### src/rtl/core/fcb_pkg.sv
// ----------------------------------------------------------------------------
// fcb_pkg
// Types, constants and rounding helpers shared by the camera basis unit.
// ----------------------------------------------------------------------------
`default_nettype none

package fcb_pkg;

    // block configuration
    localparam int ANGLE_BITS     = 16;
    localparam int PITCH_LIMIT    = 15341;
    localparam int UNIT_FRAC_BITS = 14;

    // field widths
    localparam int STEP_W  = 16;
    localparam int POS_W   = 32;
    localparam int FIELD_W = 16;

    // cordic datapath, Q2.30 values on a 2^32 per turn angle
    localparam int CW           = 32;
    localparam int CORDIC_STEPS = 30;
    localparam int ITER_W       = $clog2(CORDIC_STEPS);
    localparam logic signed [CW-1:0] CORDIC_GAIN  = 32'sh26DD3B6A;
    localparam logic signed [CW:0]   TURN_QUARTER = (CW+1)'(1) <<< (CW - 2);
    localparam logic signed [CW:0]   TURN_HALF    = (CW+1)'(1) <<< (CW - 1);

    // degrees in Q8.8 to binary angle: 360 * 256 per turn
    localparam int DEG_DIV   = 92160;
    localparam int DEG_HALF  = DEG_DIV / 2;
    localparam int DIV_STEPS = ANGLE_BITS - 1;
    localparam int NUM_W     = STEP_W + ANGLE_BITS;
    localparam int REM_W     = $clog2(DEG_DIV);

    localparam int PITCH_QMAX = (1 << (ANGLE_BITS - 2)) - 1;
    localparam int PITCH_LIM  = (PITCH_LIMIT > PITCH_QMAX) ? PITCH_QMAX : PITCH_LIMIT;
    localparam logic signed [ANGLE_BITS:0] PITCH_HI = (ANGLE_BITS+1)'(PITCH_LIM);
    localparam logic signed [ANGLE_BITS:0] PITCH_LO = -PITCH_HI;
    localparam logic [ANGLE_BITS-1:0] YAW_RESET = ANGLE_BITS'(1) << (ANGLE_BITS - 1);

    // digit serial multiplier
    localparam int DIGIT_W    = 4;
    localparam int MUL_DIGITS = CW / DIGIT_W;
    localparam int PW         = 2 * CW;
    localparam int LANES      = 4;

    // sequencer counter covers the longest phase
    localparam int MAX_STEPS_A = (DIV_STEPS > CORDIC_STEPS) ? DIV_STEPS : CORDIC_STEPS;
    localparam int MAX_STEPS   = (MAX_STEPS_A > MUL_DIGITS) ? MAX_STEPS_A : MUL_DIGITS;
    localparam int CNT_W       = $clog2(MAX_STEPS);

    // rounding to Q1.F
    localparam int UW = UNIT_FRAC_BITS + 2;
    localparam int S1 = CW - 2 - UNIT_FRAC_BITS;
    localparam int S2 = PW - 4 - UNIT_FRAC_BITS;
    localparam logic signed [CW:0] SINGLE_HALF =
        (S1 > 0) ? ((CW+1)'(1) <<< ((S1 > 0) ? S1 - 1 : 0)) : (CW+1)'(0);
    localparam logic signed [PW:0] PROD_HALF = (PW+1)'(1) <<< (S2 - 1);

    // unit value to Q16.16
    localparam int LP_SHL = (UNIT_FRAC_BITS <= 16) ? 16 - UNIT_FRAC_BITS : 0;
    localparam int LP_SHR = (UNIT_FRAC_BITS > 16) ? UNIT_FRAC_BITS - 16 : 0;
    localparam longint LP_HALF =
        (LP_SHR > 0) ? (longint'(1) << ((LP_SHR > 0) ? LP_SHR - 1 : 0)) : longint'(0);

    typedef enum logic [1:0] {
        KIND_ROTATE = 2'd0,
        KIND_MOVE   = 2'd1,
        KIND_SET    = 2'd2
    } evt_kind_t;

    typedef enum logic [2:0] {
        ST_IDLE,
        ST_DIV,
        ST_APPLY,
        ST_LOAD,
        ST_CORDIC,
        ST_MUL,
        ST_ROUND,
        ST_DONE
    } fcb_state_t;

    typedef struct packed {
        logic              load;
        logic              step;
        logic [ITER_W-1:0] iter;
    } cordic_ctl_t;

    typedef struct packed {
        logic        [1:0]        kind;
        logic signed [STEP_W-1:0] yaw_step_deg;
        logic signed [STEP_W-1:0] pitch_step_deg;
        logic signed [POS_W-1:0]  vec_x;
        logic signed [POS_W-1:0]  vec_y;
        logic signed [POS_W-1:0]  vec_z;
    } evt_t;

    typedef struct packed {
        logic signed [FIELD_W-1:0] look_x;
        logic signed [FIELD_W-1:0] look_y;
        logic signed [FIELD_W-1:0] look_z;
        logic signed [FIELD_W-1:0] right_x;
        logic signed [FIELD_W-1:0] right_y;
        logic signed [FIELD_W-1:0] right_z;
        logic signed [FIELD_W-1:0] up_x;
        logic signed [FIELD_W-1:0] up_y;
        logic signed [FIELD_W-1:0] up_z;
        logic signed [POS_W-1:0]   target_x;
        logic signed [POS_W-1:0]   target_y;
        logic signed [POS_W-1:0]   target_z;
    } basis_t;

    // arctangent of 2^-i in 2^32 per turn units
    function automatic logic signed [CW-1:0] atan_step(input logic [ITER_W-1:0] i);
        logic signed [CW-1:0] a;
        case (i)
            0:       a = 32'sd536870912;
            1:       a = 32'sd316933406;
            2:       a = 32'sd167458907;
            3:       a = 32'sd85004756;
            4:       a = 32'sd42667331;
            5:       a = 32'sd21354465;
            6:       a = 32'sd10679838;
            7:       a = 32'sd5340245;
            8:       a = 32'sd2670163;
            9:       a = 32'sd1335087;
            10:      a = 32'sd667544;
            11:      a = 32'sd333772;
            12:      a = 32'sd166886;
            13:      a = 32'sd83443;
            14:      a = 32'sd41722;
            15:      a = 32'sd20861;
            16:      a = 32'sd10430;
            17:      a = 32'sd5215;
            18:      a = 32'sd2608;
            19:      a = 32'sd1304;
            20:      a = 32'sd652;
            21:      a = 32'sd326;
            22:      a = 32'sd163;
            23:      a = 32'sd81;
            24:      a = 32'sd41;
            25:      a = 32'sd20;
            26:      a = 32'sd10;
            27:      a = 32'sd5;
            28:      a = 32'sd3;
            29:      a = 32'sd1;
            default: a = 32'sd0;
        endcase
        return a;
    endfunction

    function automatic logic signed [UW-1:0] unit_limit(input logic signed [PW:0] v);
        logic signed [PW:0] hi;
        logic signed [PW:0] lo;
        hi = (PW+1)'(1) <<< UNIT_FRAC_BITS;
        lo = -hi;
        if (v > hi) begin
            return UW'(hi);
        end
        if (v < lo) begin
            return UW'(lo);
        end
        return UW'(v);
    endfunction

    // Q2.30 term to Q1.F, round half up
    function automatic logic signed [UW-1:0] round_single(input logic signed [CW-1:0] v);
        logic signed [CW:0] t;
        logic signed [PW:0] r;
        t = (CW+1)'(v) + SINGLE_HALF;
        t = t >>> S1;
        r = (PW+1)'(t);
        return unit_limit(r);
    endfunction

    // Q4.60 product to Q1.F, round half up
    function automatic logic signed [UW-1:0] round_prod(input logic signed [PW-1:0] p);
        logic signed [PW:0] t;
        t = (PW+1)'(p) + PROD_HALF;
        t = t >>> S2;
        return unit_limit(t);
    endfunction

    function automatic logic signed [FIELD_W-1:0] to_field(input logic signed [UW-1:0] u);
        logic signed [63:0] w;
        w = 64'(u);
        return FIELD_W'(w);
    endfunction

    function automatic logic signed [POS_W:0] look_to_pos(input logic signed [UW-1:0] u);
        logic signed [63:0] w;
        w = 64'(u);
        w = (w + 64'(LP_HALF)) >>> LP_SHR;
        w = w <<< LP_SHL;
        return (POS_W+1)'(w);
    endfunction

    function automatic logic signed [POS_W-1:0] sat_add(input logic signed [POS_W-1:0] a,
                                                         input logic signed [POS_W:0]   b);
        logic signed [POS_W+1:0] s;
        logic signed [POS_W+1:0] hi;
        logic signed [POS_W+1:0] lo;
        s  = (POS_W+2)'(a) + (POS_W+2)'(b);
        lo = -((POS_W+2)'(1) <<< (POS_W - 1));
        hi = ((POS_W+2)'(1) <<< (POS_W - 1)) - (POS_W+2)'(1);
        if (s > hi) begin
            return POS_W'(hi);
        end
        if (s < lo) begin
            return POS_W'(lo);
        end
        return POS_W'(s);
    endfunction

endpackage

`default_nettype wire

### src/rtl/core/fcb_cordic.sv
// ----------------------------------------------------------------------------
// fcb_cordic
// Iterative rotation-mode cordic, one micro-rotation per step, cos and sin
// of a binary angle in Q2.30.
// ----------------------------------------------------------------------------
`default_nettype none

module fcb_cordic
    import fcb_pkg::*;
(
    input  logic                        clk,
    input  logic                        rst_n,
    input  cordic_ctl_t                 ctl,
    input  logic        [ANGLE_BITS-1:0] angle,
    output logic signed [CW-1:0]        cos_val,
    output logic signed [CW-1:0]        sin_val
);

    logic signed [CW-1:0] x_reg;
    logic signed [CW-1:0] x_next;
    logic signed [CW-1:0] y_reg;
    logic signed [CW-1:0] y_next;
    logic signed [CW-1:0] z_reg;
    logic signed [CW-1:0] z_next;
    logic                 neg_reg;
    logic                 neg_next;

    logic signed [CW:0]   z_wide;
    logic signed [CW-1:0] dx;
    logic signed [CW-1:0] dy;
    logic signed [CW-1:0] atan_val;

    always_comb
    begin
        x_next   = x_reg;
        y_next   = y_reg;
        z_next   = z_reg;
        neg_next = neg_reg;
        z_wide   = (CW+1)'(signed'({angle, {(CW - ANGLE_BITS){1'b0}}}));
        dx       = y_reg >>> ctl.iter;
        dy       = x_reg >>> ctl.iter;
        atan_val = atan_step(ctl.iter);

        if (ctl.load)
        begin
            // fold angles beyond a quarter turn by a half turn
            neg_next = 1'b0;
            if (z_wide > TURN_QUARTER)
            begin
                z_wide   = z_wide - TURN_HALF;
                neg_next = 1'b1;
            end
            else if (z_wide < -TURN_QUARTER)
            begin
                z_wide   = z_wide + TURN_HALF;
                neg_next = 1'b1;
            end
            x_next = CORDIC_GAIN;
            y_next = '0;
            z_next = CW'(z_wide);
        end
        else if (ctl.step)
        begin
            if (!z_reg[CW-1])
            begin
                x_next = x_reg - dx;
                y_next = y_reg + dy;
                z_next = z_reg - atan_val;
            end
            else
            begin
                x_next = x_reg + dx;
                y_next = y_reg - dy;
                z_next = z_reg + atan_val;
            end
        end
    end

    always_ff @(posedge clk or negedge rst_n)
    begin
        if (!rst_n)
        begin
            neg_reg <= 1'b0;
        end
        else
        begin
            neg_reg <= neg_next;
        end
    end

    always_ff @(posedge clk)
    begin
        x_reg <= x_next;
        y_reg <= y_next;
        z_reg <= z_next;
    end

    assign cos_val = neg_reg ? -x_reg : x_reg;
    assign sin_val = neg_reg ? -y_reg : y_reg;

endmodule

`default_nettype wire

### config.mk
export PLATFORM = sky130hd
export DESIGN_NAME = fcb_cordic
export DESIGN_NICKNAME = d
export VERILOG_FILES = /design/src/rtl/core/fcb_pkg.sv /design/src/rtl/core/fcb_cordic.sv
export SDC_FILE = /design/constraint.sdc
export NUM_CORES = 1
export LEC_CHECK = 0
export BUFFER_PORTS_ARGS = -buffer_cell sky130_fd_sc_hd__buf_2
export CAP_MARGIN = 10
export CORE_MARGIN = 5
export CORE_UTILIZATION = 33
export DETAILED_ROUTE_END_ITERATION = 6
export GPL_TIMING_DRIVEN = 0
export SYNTH_ARGS = -nofsm -noshare
export SYNTH_HDL_FRONTEND = slang
export SYNTH_SLANG_ARGS = --single-unit
### constraint.sdc
create_clock -name clk -period 12.47 [get_ports clk]
set_clock_uncertainty 0.2 [all_clocks]
set_input_delay 1.247 -clock clk [delete_from_list [all_inputs] [get_ports clk]]
set_output_delay 1.247 -clock clk [all_outputs]
set_load 0.005 [all_outputs]
==> metrics.yaml <==
clock_network:
  cts_sinks: 97
  cts-root-buf: "clkbuf_16"
  clkTransAtPathRegs_ns: 0.08
  htree_levels: 3
  cts_tree: "built"
  post_cts_buffers: 0
  ctsResizeCount: 0
  cts_hold_buf: 0
  cts_buffer_depth: 2
  clkLatencyLatePin_ns: 0.41
  cts_buffers: 9
worst_setup_path:
  setup.worst_path.end_class: "flip-flop"
  rr_endpoint: "x_reg[31]$_SDFFE_PP0P_"
  critPathSlowestCell: "nor4b_1"
  path_delay_family: "buffers and inverters"
  crit_arrival_ns: 11.26
  r2r_slack_ns: 4.45
  path_buf_inv: 8
  required_ns: 12.57
  critical_path_peak_fanout: 10
  start_kind: "input pin"
  regToRegStartpoint: "y_reg[19]$_SDFFE_PP0P_"
  worstRegToRegCells: 23
  crit_start: "ctl[1]"
  max_stage_delay_ns: 0.69
  crit_type: "input pin to flip-flop"
timing:
  relSlewSlack: 0.0607
  fin_tns_setup_ns: 0
  drv_slew: 0
  period_share: 0.895
  fmax_mhz: 89.6
  finalCriticalPeriod_ns: 11.16
  rsz0062_at_grt: "no"
  final-hold-violation-count: 0
  setup_viol: 0
  hold_ws_ns: 0.392
  worstMarginPinSlew_ns: 1.41
synthesis:
  synth_top_family_by_area: "compound AO/OA/AOI/OAI gates"
  synth_compound_area_frac: 0.232
  muxShareOfSynthArea: 0.189
  synth_top_area_cell: "mux4_2"
  synthTopCellsByArea: "mux4_2, ha_1, xnor2_1"
  netlist_area_mm2: 0.0167
  yosysMostFrequentCell: "nor2_1"
  synth_seq_area_share: 0.136
  ys_ff_latch: 97
  syn_area_per_cell_um2: 8.05
  synth_xor_area_frac: 0.115
  postSynthNetCount: 2208
  yosysTopAreaCellShare: 0.107
  async_reset_ff_frac: 0.0103
  synthCells: 2071
  synth-adder-area-share: 0.0854
  synth_flop_cell: "dfxtp_1"
  synthTopCellsByCount: "nor2_1, nand2_1, a21oi_1, xnor2_1, clkbuf_1"
  synth_warnings: 0
  synth_edf_count: 32
  synth-simple-area-share: 0.185
  ys_types: 94
place:
  gp_congestion: 1.02
  placed_cell_area_mm2: 0.0180
  io_buffers: 87
  hpwlAfterDp_mm: 65.3
  placed_cells: 2836
die:
  fp.dieH_um: 235
  die_w_um: 235
  core-area_mm2: 0.0501
  die-area_mm2: 0.0551
  ios: 89
  rows: 82
  initial_utilization: 0.333
global_routing:
  grt_pass1_wl_mm: 119
  grt-ovfl-total: 0
  grt_max_degree: 23
  grt_pass1_vias: 17000
  track_usage: 0.285
  antenna_found_initial: 0
detailed_routing:
  drc: 0
  wire_per_inst_um: 29.0
  routed_wl_mm: 82.7
  drt-initial-drc-count: 2074
  ant_nets: 0
  via_count: 17900
  viasPerCell: 6.29
  dr.pass1.iters: 6
job:
  maxCapViolations: 0
layout:
  syn2layout_area_growth_pct: 9.90
  stdcell_area_mm2: 0.0183
  fillers: 5264
  layout-drive-gt1-share: 0.127
  nets: 2313
  final_cells: 2854
power:
  p_leak_nw: 7.49
  p_per_area_mw_per_mm2: 297
  p_total_mw: 5.44
  peakVddDrop_mv: 0.110
worst_hold_path:
  holdCritPathClass: "input pin to async pin"
run_status:
  status: "finished clean"
==> per-layer routing <==
layer,vias up,track usage,share of wire
met5,-,0,0
met4,0,0.142,0.058
met3,203,0.0638,0.085
met2,954,0.447,0.44
met1,8857,0.372,0.41
li1,7932,-,-
==> cells by family (layout without fill, tap and decap cells) <==
group / count (synthesis) / count (layout)
and+or+nand+nor: 641 / 641
AOI/OAI and AO/OA: 592 / 592
buffers and inverters: 224 / 334
xor gates and xnor gates: 218 / 218
muxes: 187 / 187
adders and majority gates: 112 / 112
DFF: 97 / 97
other: 0 / 1
==> worst register-to-register path, stage by stage (launching register included) <==
cell and delay, ns:
dfxtp_1 0.35, clkbuf_1 0.33, mux4_1 0.71, mux2i_1 0.21, mux2i_1 0.16, a211oi_1 0.73
or3b_2 0.54, nor2_1 0.32, and3b_1 0.22, clkbuf_1 0.25, nor4b_1 0.69, nor2_1 0.11
xor2_1 0.27, ha_1 0.32, and3_1 0.21, nand4b_1 0.11, nor3_1 0.07, and3b_1 0.31
o21ai_0 0.16, o41ai_1 0.53, o21ai_0 0.24, xnor2_1 0.48, a211oi_1 0.15, a31o_1 0.26
==> how the worst max path moves through the flow <==
| stage | slack [ns] | cells after the start | to |
|---|---|---|---|
| after CTS | 1.63 | 30 | x_reg[31]$_SDFFE_PP0P_ |
| after detailed placement | 1.25 | 30 | x_reg[31]$_SDFFE_PP0P_ |
| after global placement | 1.14 | 30 | x_reg[31]$_SDFFE_PP0P_ |
| final | 1.31 | 30 | x_reg[31]$_SDFFE_PP0P_ |
| after global routing | 0.93 | 30 | x_reg[31]$_SDFFE_PP0P_ |
| after floorplan | 4.67 | 29 | x_reg[31]$_SDFFE_PP0P_ |
==> where the power goes <==
part | leakage [nW] | total, mW | switching [mW] | internal, mW
clock | 0.131 | 0.296 | 0.159 | 0.136
combinational | 6.48 | 4.51 | 2.67 | 1.83
sequential | 0.879 | 0.639 | 0.151 | 0.488
total | 7.49 | 5.44 | 2.98 | 2.46
==> metrics by stage <==
step	util	worst slack, ns
after detailed placement	0.360	1.25
after floorplan	-	4.67
after global placement	0.359	1.14
after global routing	0.366	0.932
final	0.366	1.31
after CTS	0.366	1.63
==> cells in the final DEF (no fill, tap or decap), drive strengths merged, types with 15 or more instances in the layout <==
cell type and n:
nand2b 27, o21ai 100, and3 23, o22ai 23
nand4 15, a211oi 23, o21bai 16, nand2 184
inv 50, mux2i 71, a21o 53, clkbuf 123
ha 109, buf 152, nor3 35, nand3 36
nor2 200, o31ai 29, xor2 68, and2 15
a21oi 166, mux4 95, dfxtp 64, or4 15
or2 21, nor2b 19, mux2 21, a31oi 38
xnor2 150, edfxtp 32
==> cell type report <==
class / instances / area, um2 / area share
multi-input combinational: 1750 / 13400 / 0.734
sequential: 97 / 2270 / 0.124
tap: 672 / 841 / 0.0459
buffer: 171 / 767 / 0.0419
timing repair buffer: 94 / 533 / 0.0291
clock buffer: 10 / 229 / 0.0125
inverter: 53 / 199 / 0.0109
clock inverter: 6 / 43.8 / 0.00239
antenna: 1 / 2.50 / 0.000137
No activity file was read; power rests on OpenSTA's default activity.
